`config.mk`:
```
export PLATFORM = sky130hd
export DESIGN_NAME = led_ring_spinner_sequencer_top
export DESIGN_NICKNAME = d
export VERILOG_FILES = /design/src/rtl/lrss_pkg.sv /design/src/rtl/lrss_cfg_regs.sv /design/src/rtl/lrss_ctrl.sv /design/src/rtl/lrss_datapath.sv /design/src/rtl/led_ring_spinner_sequencer_top.sv
export SDC_FILE = /design/constraint.sdc
export NUM_CORES = 1
export LEC_CHECK = 0
export BUFFER_PORTS_ARGS = -buffer_cell sky130_fd_sc_hd__buf_2
export CORE_MARGIN = 3
export CORE_UTILIZATION = 40
export DETAILED_ROUTE_END_ITERATION = 16
export PLACE_DENSITY_LB_ADDON = 0.08
export SETUP_SLACK_MARGIN = 0.05
export SLEW_MARGIN = 20
export SYNTH_ARGS = -nofsm -noshare
export SYNTH_HDL_FRONTEND = slang
export SYNTH_SLANG_ARGS = --single-unit
```
`constraint.sdc`:
```
create_clock -name clk -period 9.4 [get_ports clk]
set_input_delay 2.82 -clock clk [delete_from_list [all_inputs] [get_ports clk]]
set_output_delay 2.82 -clock clk [all_outputs]
set_load 0.005 [all_outputs]
```
`src/rtl/lrss_pkg.sv`:
```
// Shared types, constants and helper functions for the LED ring spinner sequencer.
// Used by every module under rtl/; depends on nothing else.
`default_nettype none

package lrss_pkg;

  // Ring geometry and field widths
  localparam int LED_COUNT       = 12;
  localparam int LED_BITS        = 4;
  localparam int PERIOD_BITS     = 20;
  localparam int DEGREE_BITS     = 9;
  localparam int STEP_BITS       = 16;
  localparam int COLOUR_BITS     = 24;
  localparam int CFG_INDEX_BITS  = 3;
  localparam int CFG_DATA_BITS   = 20;
  localparam int DEGREES_PER_LED = 30;

  localparam logic [LED_BITS-1:0] LED_LAST = LED_BITS'(LED_COUNT - 1);

  // Reciprocal of 30 as 17/512; underestimates the quotient by at most one
  localparam int DEG_RECIP       = 17;
  localparam int DEG_RECIP_SHIFT = 9;

  // Configuration register indexes
  localparam logic [CFG_INDEX_BITS-1:0] CFG_ORIGIN_ANGLE   = 3'd0;
  localparam logic [CFG_INDEX_BITS-1:0] CFG_SPIN_CLOCKWISE = 3'd1;
  localparam logic [CFG_INDEX_BITS-1:0] CFG_TAIL_LENGTH    = 3'd2;
  localparam logic [CFG_INDEX_BITS-1:0] CFG_BASE_PERIOD    = 3'd3;
  localparam logic [CFG_INDEX_BITS-1:0] CFG_ACCEL_STEP     = 3'd4;
  localparam logic [CFG_INDEX_BITS-1:0] CFG_MIN_PERIOD     = 3'd5;

  // Configuration reset values
  localparam logic [DEGREE_BITS-1:0] ORIGIN_ANGLE_RST   = 9'd0;
  localparam logic                   SPIN_CLOCKWISE_RST = 1'b1;
  localparam logic [LED_BITS-1:0]    TAIL_LENGTH_RST    = 4'd5;
  localparam logic [PERIOD_BITS-1:0] BASE_PERIOD_RST    = 20'd80000;
  localparam logic [STEP_BITS-1:0]   ACCEL_STEP_RST     = 16'd1000;
  localparam logic [PERIOD_BITS-1:0] MIN_PERIOD_RST     = 20'd70000;

  typedef enum logic [2:0] {
    OP_TICK  = 3'd0,
    OP_START = 3'd1,
    OP_END   = 3'd2,
    OP_STOP  = 3'd3,
    OP_LOAD  = 3'd4
  } op_t;

  typedef enum logic [1:0] {
    PH_IDLE = 2'd0,
    PH_SPIN = 2'd1,
    PH_SEEK = 2'd2,
    PH_FADE = 2'd3
  } phase_t;

  typedef enum logic {
    CTL_READY = 1'b0,
    CTL_EMIT  = 1'b1
  } ctl_state_t;

  typedef struct packed {
    logic [DEGREE_BITS-1:0] origin_angle;
    logic                   spin_clockwise;
    logic [LED_BITS-1:0]    tail_length;
    logic [PERIOD_BITS-1:0] base_period;
    logic [STEP_BITS-1:0]   accel_step;
    logic [PERIOD_BITS-1:0] min_period;
  } cfg_t;

  // Controller to datapath
  typedef struct packed {
    logic exec;   // take the input transaction and update state
    logic load;   // render one LED into the output register
  } ctl_cmd_t;

  // Datapath to controller
  typedef struct packed {
    logic frame_req;  // presented item renders a frame
    logic out_valid;  // output register occupied
    logic pix_last;   // next LED to render is the last of the frame
  } dp_status_t;

  // LED position of an angle: (deg / 30) mod 12
  function automatic logic [LED_BITS-1:0] degree_to_led(input logic [DEGREE_BITS-1:0] deg);
    logic [13:0] prod;
    logic [4:0]  quo;
    logic [9:0]  rem;
    prod = 14'(deg) * 14'(DEG_RECIP);
    quo  = prod[13:DEG_RECIP_SHIFT];
    rem  = 10'(deg) - 10'(quo) * 10'(DEGREES_PER_LED);
    if (rem >= 10'(DEGREES_PER_LED)) begin
      quo = quo + 5'd1;
    end
    if (quo >= 5'(LED_COUNT)) begin
      quo = quo - 5'(LED_COUNT);
    end
    return quo[LED_BITS-1:0];
  endfunction

  // One step round the ring, up or down
  function automatic logic [LED_BITS-1:0] step_pos(input logic [LED_BITS-1:0] pos,
                                                   input logic up);
    logic [LED_BITS-1:0] res;
    if (up) begin
      res = (pos == LED_LAST) ? '0 : pos + 1'b1;
    end else begin
      res = (pos == '0) ? LED_LAST : pos - 1'b1;
    end
    return res;
  endfunction

endpackage

`default_nettype wire

```
`src/rtl/lrss_cfg_regs.sv`:
```
// Configuration register bank for the LED ring spinner sequencer.
// Depends on lrss_pkg for the register indexes, reset values and cfg_t.
`default_nettype none

module lrss_cfg_regs (
  input  wire logic                                clk,
  input  wire logic                                rst,
  input  wire logic                                cfg_we,
  input  wire logic [lrss_pkg::CFG_INDEX_BITS-1:0] cfg_index,
  input  wire logic [lrss_pkg::CFG_DATA_BITS-1:0]  cfg_data,
  output lrss_pkg::cfg_t                           cfg
);

  // Register writes; unknown indexes are dropped
  always_ff @(posedge clk) begin
    if (rst) begin
      cfg.origin_angle   <= lrss_pkg::ORIGIN_ANGLE_RST;
      cfg.spin_clockwise <= lrss_pkg::SPIN_CLOCKWISE_RST;
      cfg.tail_length    <= lrss_pkg::TAIL_LENGTH_RST;
      cfg.base_period    <= lrss_pkg::BASE_PERIOD_RST;
      cfg.accel_step     <= lrss_pkg::ACCEL_STEP_RST;
      cfg.min_period     <= lrss_pkg::MIN_PERIOD_RST;
    end else if (cfg_we) begin
      unique case (cfg_index)
        lrss_pkg::CFG_ORIGIN_ANGLE:
          cfg.origin_angle <= cfg_data[lrss_pkg::DEGREE_BITS-1:0];
        lrss_pkg::CFG_SPIN_CLOCKWISE:
          cfg.spin_clockwise <= cfg_data[0];
        lrss_pkg::CFG_TAIL_LENGTH:
          cfg.tail_length <= cfg_data[lrss_pkg::LED_BITS-1:0];
        lrss_pkg::CFG_BASE_PERIOD:
          cfg.base_period <= cfg_data[lrss_pkg::PERIOD_BITS-1:0];
        lrss_pkg::CFG_ACCEL_STEP:
          cfg.accel_step <= cfg_data[lrss_pkg::STEP_BITS-1:0];
        lrss_pkg::CFG_MIN_PERIOD:
          cfg.min_period <= cfg_data[lrss_pkg::PERIOD_BITS-1:0];
        default: ;
      endcase
    end
  end

endmodule

`default_nettype wire

```
`src/rtl/lrss_ctrl.sv`:
```
// Controller state machine: accepts a transaction and, if it yields a frame,
// sequences its twelve LED renders into the output register. Needs lrss_pkg.
`default_nettype none

module lrss_ctrl (
  input  wire logic                 clk,
  input  wire logic                 rst,
  input  wire logic                 in_valid,
  output logic                      in_stall,
  input  wire logic                 out_stall,
  input  wire lrss_pkg::dp_status_t status,
  output lrss_pkg::ctl_cmd_t        cmd
);

  lrss_pkg::ctl_state_t state;
  lrss_pkg::ctl_state_t state_next;

  always_ff @(posedge clk) begin
    if (rst) begin
      state <= lrss_pkg::CTL_READY;
    end else begin
      state <= state_next;
    end
  end

  // Next state
  always_comb begin
    state_next = state;
    unique case (state)
      lrss_pkg::CTL_READY: begin
        if (in_valid && status.frame_req) begin
          state_next = lrss_pkg::CTL_EMIT;
        end
      end
      lrss_pkg::CTL_EMIT: begin
        if (!(status.out_valid && out_stall) && status.pix_last) begin
          state_next = lrss_pkg::CTL_READY;
        end
      end
      default: state_next = lrss_pkg::CTL_READY;
    endcase
  end

  // Outputs
  always_comb begin
    in_stall = 1'b1;
    cmd      = '0;
    unique case (state)
      lrss_pkg::CTL_READY: begin
        in_stall = 1'b0;
        cmd.exec = in_valid;
      end
      lrss_pkg::CTL_EMIT: begin
        cmd.load = !(status.out_valid && out_stall);
      end
      default: ;
    endcase
  end

endmodule

`default_nettype wire

```
`src/rtl/lrss_datapath.sv`:
```
// Datapath: comet state, tail colour store, frame setup and per-LED render
// into the output register. Driven by lrss_ctrl; depends on lrss_pkg.
`default_nettype none

module lrss_datapath (
  input  wire logic                                clk,
  input  wire logic                                rst,
  input  wire lrss_pkg::cfg_t                      cfg,
  input  wire lrss_pkg::ctl_cmd_t                  cmd,
  output lrss_pkg::dp_status_t                     status,
  input  wire logic [2:0]                          operation,
  input  wire logic                                end_now,
  input  wire logic [lrss_pkg::DEGREE_BITS-1:0]    target_angle,
  input  wire logic [lrss_pkg::LED_BITS-1:0]       color_index,
  input  wire logic [7:0]                          red_in,
  input  wire logic [7:0]                          green_in,
  input  wire logic [7:0]                          blue_in,
  input  wire logic                                out_stall,
  output logic                                     out_valid,
  output logic [lrss_pkg::LED_BITS-1:0]            led_index,
  output logic [7:0]                               red_out,
  output logic [7:0]                               green_out,
  output logic [7:0]                               blue_out,
  output logic [lrss_pkg::PERIOD_BITS-1:0]         hold_period,
  output logic                                     frame_last
);

  localparam int LB = lrss_pkg::LED_BITS;
  localparam int PB = lrss_pkg::PERIOD_BITS;
  localparam int CB = lrss_pkg::COLOUR_BITS;

  // Comet state
  lrss_pkg::phase_t phase, phase_next;
  logic [LB-1:0] head_position, head_position_next;
  logic [LB-1:0] drawn_length, drawn_length_next;
  logic [PB-1:0] current_period, current_period_next;
  logic          end_pending, end_pending_next;
  logic          end_now_flag, end_now_flag_next;
  logic [LB-1:0] end_position, end_position_next;
  logic [LB-1:0] fade_step, fade_step_next;
  logic [CB-1:0] tail_colors [lrss_pkg::LED_COUNT];

  // Frame being rendered
  logic [LB-1:0] frame_head, frame_count, frame_first;
  logic [PB-1:0] frame_hold;
  logic [LB-1:0] pix_index;

  // Frame setup from the presented transaction
  logic          frame_req;
  logic [LB-1:0] fr_head, fr_count, fr_first;
  logic [PB-1:0] fr_hold;
  logic          tail_we;
  logic          seek_go, fade_go;
  logic [LB-1:0] seek_pos, fade_cur, eff_len;

  // Render of one LED
  logic [LB:0]   diff;
  logic [LB-1:0] tail_k;
  logic [LB:0]   entry;
  logic          lit;
  logic [CB-1:0] pix_colour;

  assign eff_len = (cfg.tail_length > LB'(lrss_pkg::LED_COUNT)) ?
                   LB'(lrss_pkg::LED_COUNT) : cfg.tail_length;

  // Operation decode and tick sequencing
  always_comb begin
    phase_next          = phase;
    head_position_next  = head_position;
    drawn_length_next   = drawn_length;
    current_period_next = current_period;
    end_pending_next    = end_pending;
    end_now_flag_next   = end_now_flag;
    end_position_next   = end_position;
    fade_step_next      = fade_step;
    frame_req = 1'b0;
    fr_head   = head_position;
    fr_count  = '0;
    fr_first  = '0;
    fr_hold   = '0;
    tail_we   = 1'b0;
    seek_go   = 1'b0;
    fade_go   = 1'b0;
    seek_pos  = end_position;
    fade_cur  = fade_step;

    unique case (lrss_pkg::op_t'(operation))
      lrss_pkg::OP_TICK: begin
        // Spinning: moving frame with acceleration, or resolve an end request
        if (phase == lrss_pkg::PH_SPIN) begin
          if (!end_pending) begin
            frame_req          = 1'b1;
            fr_count           = drawn_length;
            fr_hold            = current_period;
            head_position_next = lrss_pkg::step_pos(head_position, cfg.spin_clockwise);
            if (drawn_length < eff_len) begin
              drawn_length_next = drawn_length + 1'b1;
            end
            if (current_period >= cfg.min_period) begin
              if (current_period >= PB'(cfg.accel_step)) begin
                current_period_next = current_period - PB'(cfg.accel_step);
              end else begin
                current_period_next = '0;
              end
            end
          end else begin
            if (end_now_flag) begin
              seek_pos = head_position;
            end
            end_position_next = seek_pos;
            end_pending_next  = 1'b0;
            phase_next        = lrss_pkg::PH_SEEK;
            seek_go           = 1'b1;
          end
        end
        // Seeking the end position at the base period
        if (phase == lrss_pkg::PH_SEEK || seek_go) begin
          if (head_position != seek_pos) begin
            frame_req          = 1'b1;
            fr_count           = drawn_length;
            fr_hold            = cfg.base_period;
            head_position_next = lrss_pkg::step_pos(head_position, cfg.spin_clockwise);
            if (drawn_length < eff_len) begin
              drawn_length_next = drawn_length + 1'b1;
            end
          end else begin
            phase_next     = lrss_pkg::PH_FADE;
            fade_step_next = '0;
            fade_cur       = '0;
            fade_go        = 1'b1;
          end
        end
        // Fading the tail behind the last drawn head
        if (phase == lrss_pkg::PH_FADE || fade_go) begin
          if (fade_cur >= eff_len) begin
            phase_next = lrss_pkg::PH_IDLE;
          end else begin
            frame_req      = 1'b1;
            fr_head        = lrss_pkg::step_pos(head_position, !cfg.spin_clockwise);
            fr_count       = eff_len - fade_cur - 1'b1;
            fr_first       = fade_cur + 1'b1;
            fr_hold        = cfg.base_period;
            fade_step_next = fade_cur + 1'b1;
            if (fade_cur + 1'b1 >= eff_len) begin
              phase_next = lrss_pkg::PH_IDLE;
            end
          end
        end
      end
      lrss_pkg::OP_START: begin
        phase_next          = lrss_pkg::PH_SPIN;
        head_position_next  = lrss_pkg::degree_to_led(cfg.origin_angle);
        drawn_length_next   = '0;
        current_period_next = cfg.base_period;
        end_pending_next    = 1'b0;
        end_now_flag_next   = 1'b0;
        fade_step_next      = '0;
      end
      lrss_pkg::OP_END: begin
        if (phase == lrss_pkg::PH_SPIN) begin
          end_pending_next  = 1'b1;
          end_now_flag_next = end_now;
          end_position_next = lrss_pkg::degree_to_led(target_angle);
        end
      end
      lrss_pkg::OP_STOP: begin
        // Blank frame, zero hold
        phase_next       = lrss_pkg::PH_IDLE;
        end_pending_next = 1'b0;
        frame_req        = 1'b1;
      end
      lrss_pkg::OP_LOAD: begin
        tail_we = (color_index < LB'(lrss_pkg::LED_COUNT));
      end
      default: ;
    endcase
  end

  // State and frame setup registers
  always_ff @(posedge clk) begin
    if (rst) begin
      phase          <= lrss_pkg::PH_IDLE;
      head_position  <= '0;
      drawn_length   <= '0;
      current_period <= '0;
      end_pending    <= 1'b0;
      end_now_flag   <= 1'b0;
      end_position   <= '0;
      fade_step      <= '0;
    end else if (cmd.exec) begin
      phase          <= phase_next;
      head_position  <= head_position_next;
      drawn_length   <= drawn_length_next;
      current_period <= current_period_next;
      end_pending    <= end_pending_next;
      end_now_flag   <= end_now_flag_next;
      end_position   <= end_position_next;
      fade_step      <= fade_step_next;
    end
  end

  always_ff @(posedge clk) begin
    if (cmd.exec) begin
      frame_head  <= fr_head;
      frame_count <= fr_count;
      frame_first <= fr_first;
      frame_hold  <= fr_hold;
    end
  end

  // Tail colour store, cleared by reset
  always_ff @(posedge clk) begin
    if (rst) begin
      for (int i = 0; i < lrss_pkg::LED_COUNT; i++) begin
        tail_colors[i] <= '0;
      end
    end else if (cmd.exec && tail_we) begin
      tail_colors[color_index] <= {red_in, green_in, blue_in};
    end
  end

  // LED counter within the frame
  always_ff @(posedge clk) begin
    if (rst) begin
      pix_index <= '0;
    end else if (cmd.exec) begin
      pix_index <= '0;
    end else if (cmd.load) begin
      pix_index <= (pix_index == lrss_pkg::LED_LAST) ? '0 : pix_index + 1'b1;
    end
  end

  // Tail entry lighting the current LED
  always_comb begin
    if (cfg.spin_clockwise) begin
      diff = {1'b0, frame_head} + (LB+1)'(lrss_pkg::LED_COUNT) - {1'b0, pix_index};
    end else begin
      diff = {1'b0, pix_index} + (LB+1)'(lrss_pkg::LED_COUNT) - {1'b0, frame_head};
    end
    tail_k = (diff >= (LB+1)'(lrss_pkg::LED_COUNT)) ?
             LB'(diff - (LB+1)'(lrss_pkg::LED_COUNT)) : diff[LB-1:0];
    entry  = {1'b0, frame_first} + {1'b0, tail_k};
    lit    = (tail_k < frame_count) && (entry < (LB+1)'(lrss_pkg::LED_COUNT));
    pix_colour = lit ? tail_colors[entry[LB-1:0]] : '0;
  end

  // Output register
  always_ff @(posedge clk) begin
    if (rst) begin
      out_valid <= 1'b0;
    end else if (cmd.load) begin
      out_valid <= 1'b1;
    end else if (!out_stall) begin
      out_valid <= 1'b0;
    end
  end

  always_ff @(posedge clk) begin
    if (cmd.load) begin
      led_index   <= pix_index;
      red_out     <= pix_colour[23:16];
      green_out   <= pix_colour[15:8];
      blue_out    <= pix_colour[7:0];
      hold_period <= frame_hold;
      frame_last  <= (pix_index == lrss_pkg::LED_LAST);
    end
  end

  assign status.frame_req = frame_req;
  assign status.out_valid = out_valid;
  assign status.pix_last  = (pix_index == lrss_pkg::LED_LAST);

endmodule

`default_nettype wire

```
`src/rtl/led_ring_spinner_sequencer_top.sv`:
```
// A frame-producing transaction is taken into the frame setup registers, then its LED 0
// is rendered into the output register; the twelve LED results follow one per cycle, as
// the datapath renders one LED a cycle while the output is not stalled.
// Input stalls until a frame's last LED is rendered; other transactions do not stall it.
// Reset: synchronous, active high; resets config registers, comet state, tail colours.
`default_nettype none

module led_ring_spinner_sequencer_top (
  input  wire logic                                clk,
  input  wire logic                                rst,
  input  wire logic                                cfg_we,
  input  wire logic [lrss_pkg::CFG_INDEX_BITS-1:0] cfg_index,
  input  wire logic [lrss_pkg::CFG_DATA_BITS-1:0]  cfg_data,
  input  wire logic                                in_valid,
  output logic                                     in_stall,
  input  wire logic [2:0]                          operation,
  input  wire logic                                end_now,
  input  wire logic [lrss_pkg::DEGREE_BITS-1:0]    target_angle,
  input  wire logic [lrss_pkg::LED_BITS-1:0]       color_index,
  input  wire logic [7:0]                          red_in,
  input  wire logic [7:0]                          green_in,
  input  wire logic [7:0]                          blue_in,
  output logic                                     out_valid,
  input  wire logic                                out_stall,
  output logic [lrss_pkg::LED_BITS-1:0]            led_index,
  output logic [7:0]                               red_out,
  output logic [7:0]                               green_out,
  output logic [7:0]                               blue_out,
  output logic [lrss_pkg::PERIOD_BITS-1:0]         hold_period,
  output logic                                     frame_last
);

  lrss_pkg::cfg_t       cfg;
  lrss_pkg::ctl_cmd_t   cmd;
  lrss_pkg::dp_status_t dp_status;

  lrss_cfg_regs u_cfg_regs (
    .clk       (clk),
    .rst       (rst),
    .cfg_we    (cfg_we),
    .cfg_index (cfg_index),
    .cfg_data  (cfg_data),
    .cfg       (cfg)
  );

  lrss_ctrl u_ctrl (
    .clk       (clk),
    .rst       (rst),
    .in_valid  (in_valid),
    .in_stall  (in_stall),
    .out_stall (out_stall),
    .status    (dp_status),
    .cmd       (cmd)
  );

  lrss_datapath u_datapath (
    .clk          (clk),
    .rst          (rst),
    .cfg          (cfg),
    .cmd          (cmd),
    .status       (dp_status),
    .operation    (operation),
    .end_now      (end_now),
    .target_angle (target_angle),
    .color_index  (color_index),
    .red_in       (red_in),
    .green_in     (green_in),
    .blue_in      (blue_in),
    .out_stall    (out_stall),
    .out_valid    (out_valid),
    .led_index    (led_index),
    .red_out      (red_out),
    .green_out    (green_out),
    .blue_out     (blue_out),
    .hold_period  (hold_period),
    .frame_last   (frame_last)
  );

`ifndef SYNTHESIS
  // A taken LED other than the last is followed at once by the next LED
  a_led_sequence: assert property (@(posedge clk) disable iff (rst)
    out_valid && !out_stall && !frame_last |=>
      out_valid && (led_index == $past(led_index) + 1'b1))
    else $error("LED results out of sequence within a frame");

  // Hold period is constant across a frame
  a_hold_constant: assert property (@(posedge clk) disable iff (rst)
    out_valid && !out_stall && !frame_last |=> (hold_period == $past(hold_period)))
    else $error("hold period changed inside a frame");

  // No transaction is taken while a frame is part way out
  a_no_accept_mid_frame: assert property (@(posedge clk) disable iff (rst)
    out_valid && !frame_last |-> in_stall)
    else $error("input taken during frame emission");
`endif

endmodule

`default_nettype wire

```
==> results.ini <==
[yosys]
synth-seq-cells=485
syn_inst=2271
yosysMostFrequentCell=edfxtp_1
synth_xor_area_frac=0.02048
yosysTopAreaCellShare=0.4309
synth_compound_area_frac=0.1042
synthSimpleGateAreaFrac=0.1681
synth-main-ff-cell=edfxtp_1
synth_top_family_by_area=simple AND/OR/NAND/NOR gates
synthTopCellsByArea=edfxtp_1 43%, dfxtp_1 9.0%, and2_1 7.2%
yosys-top-cells-count=369 x edfxtp_1, 295 x and2_1, 230 x nand2_1
synth-edff-count=369
synth_cell_types=95
synth.area.mux_share=0.06792
synthAdderAreaFrac=0.08018
avgSynthCellArea_um2=11.32
synth_warnings=0
syn_area_mm2=0.02572
async_reset_ff_frac=0
synth_top_area_cell=edfxtp_1
yosysSeqAreaShare=0.5212
syn_nets=2495

[clock_network]
clk_pin_slew_ns=0.06
clk_latency_ns=0.61
cts_hold_buf=0
cts_tree=done
cts_sinks=485
cts_max_level=2
root_buffer=clkbuf_16
clock_path_buffers=3
numCtsBuffers=54

[routing]
wl_per_cell_um=21.52
ant_nets=0
vias_per_cell=5.398
drt-pass1-iter-count=5
drt_iter0_drc=1085
drc_errors=0
vias=17650
routed_wirelength_um=70350

[sta]
finalSetupViolations=0
tightest_slew_ns=1.064
relSlewSlack=0.2902
fmax_mhz=111.1
finClkSkew_ns=0.02439
post-route-period-util=0.9574
maxSlewViolCount=0
min_period_ns=9.000
holdWs_ns=0.4175
hold_viol_final=0
rsz0062_at_grt=false
tns_ns=0

[setup_path]
cpMostUsedCell=ha_1
cp_slowest_cell=fa_1
critical_path_class=in2reg
endpoint_kind=register
worstPathArrival_ns=9.52
cp.required_ns=9.92
critPathMaxFanout=3
cp-start-kind=primary input
cpPeakStageDelay_ns=0.50

[grt]
grt_max_degree=56
grt_pass1_wl_um=108000
grt_overflow=0
grt_usage=0.2091
grt_pass1_vias=18230
antenna_found_initial=7

[power_and_ir_drop]
p_int_uw=4015
cellLeakagePower_uw=0.01129
ir_drop_mv=0.1362
clkPwrFrac=0.357
pwr_density_cell_mw_per_mm2=193.3
p_switching_uw=1622
finalPower_uw=5637
switching_share=0.2878
p_comb_frac=0.216
power_frac_seq=0.428

[placed_design]
place_congestion=0.8366
hpwl_um=45280
io_buffers=119

[floorplan]
initial_core_util=0.4062
die_w_um=259.6
core_mm2=0.06331
num_rows=92
io_pins=120
die-area_mm2=0.06737
die_h_um=259.6

[outcome]
status=finished clean

[layout]
finalNetCount=2603
final_core_util=0.4606
drive_gt1_frac=0.1608
syn_to_final_growth_pct=13.39

[hold_path]
hold_path_class=reg2reg

[flow_run]
drv_cap=0

power groups by stage:
stage                     Combinational (uW)  Sequential [uW]  Clock [uW]
after floorplan                          800             2450           0
after global placement                  1190             2450           0
after detailed placement                1210             2460           0
after CTS                               1220             2410        2060
after global routing                    1340             2420        2150
final                                   1220             2410        2010
sequential cells by signal, indices dropped and copies added, names as in the netlist:
| register | cells |
|---|---|
| u_datapath.led_index | 4 |
| u_datapath.end_now_flag | 1 |
| u_datapath.end_position | 4 |
| u_datapath.tail_colors | 288 |
| u_datapath.phase | 2 |
| u_datapath.frame_first | 4 |
| u_datapath.fade_step | 4 |
| u_datapath.drawn_length | 4 |
| u_datapath.pix_index | 4 |
| u_ctrl.state | 1 |
| u_datapath.hold_period | 20 |
| u_datapath.head_position | 4 |
| u_datapath.green_out | 8 |
| u_datapath.blue_out | 8 |
| u_datapath.end_pending | 1 |
| u_datapath.current_period | 20 |
| u_datapath.red_out | 8 |
| u_datapath.out_valid | 1 |
| u_datapath.frame_last | 1 |
| u_cfg_regs.cfg | 70 |
| u_datapath.frame_head | 4 |
| u_datapath.frame_count | 4 |
| u_datapath.frame_hold | 20 |
layout make-up:
type	instances	area [um2]
Clock buffer	75	1513
Timing Repair Buffer	189	1124
Clock inverter	21	152.6
Multi-Input combinational cell	1537	11480
Antenna cell	4	10.01
Inverter	112	421.7
Fill cell	5917	34150
Sequential cell	485	13400
Tap cell	846	1059
final timing paths:
check	slack, ns	startpoint	end	cells after the start
worst max-delay path	0.40	target_angle[3]	u_datapath.end_position[2]	33
worst min-delay path	0.42	u_datapath.frame_hold[10]	u_datapath.hold_period[10]	0
worst max register to register	1.46	u_cfg_regs.cfg[68]	u_datapath.head_position[3]	30
worst min register to register	0.42	u_datapath.frame_hold[10]	u_datapath.hold_period[10]	0
per-layer routing:
metal  wire, um  vias up  track usage
met3       3501      128      0.03327
met2      34810      389       0.3617
met1      30290     8710       0.2722
li1           -     8411            -
met4       1714        8      0.05777
met5         44        -            0
cell usage in the layout, fill, tap and decap left out, types with 19 or more instances in the layout:
master,count
clkbuf_16,56
buf_2,118
o211ai_1,21
nand2b_1,21
mux4_2,72
a31oi_1,34
a21o_1,28
a22oi_1,32
nor2_1,123
dfxtp_1,116
ha_1,139
a221oi_1,19
edfxtp_1,369
o21ai_0,26
inv_1,107
and2_1,295
nor3_1,31
nand3_1,21
nand2_1,230
xnor2_1,26
nor2b_1,31
xor2_1,28
buf_4,71
a21oi_1,133
timing repair:
action | CTS | global route
endpoints found under the hold margin | 0 | 0
setup buffers | 0 | 0
resized for setup | 0 | 5
setup endpoints to repair | 0 | 2
cells by family (layout without fill, tap and decap cells):
family,Yosys count,after routing
AOI/OAI and AO/OA,408,408
and+or+nand+nor,831,831
other,0,4
adders and majority gates,156,156
muxes,84,84
buffers and inverters,249,397
DFF,485,485
xor gates and xnor gates,58,58
metrics by stage:
stage	instances	worst slack (ns)	instance area, um2
after floorplan	2271	0.06216	25720
after global placement	3169	-0.1387	27460
after detailed placement	3169	-0.3310	27460
after CTS	3265	0.2745	29130
after global routing	3265	0.04952	29150
final	3269	0.4002	29160
worst max-delay path, delay by kind of cell:
kind	cells	cell delay, ns
simple gates	10	2.16
fa+ha+maj	7	2.02
xor+xnor	2	0.36
buf+inv	5	0.34
compound gates	8	1.60
mux	1	0.21
Note: power is estimated with default switching activity, not from simulation.
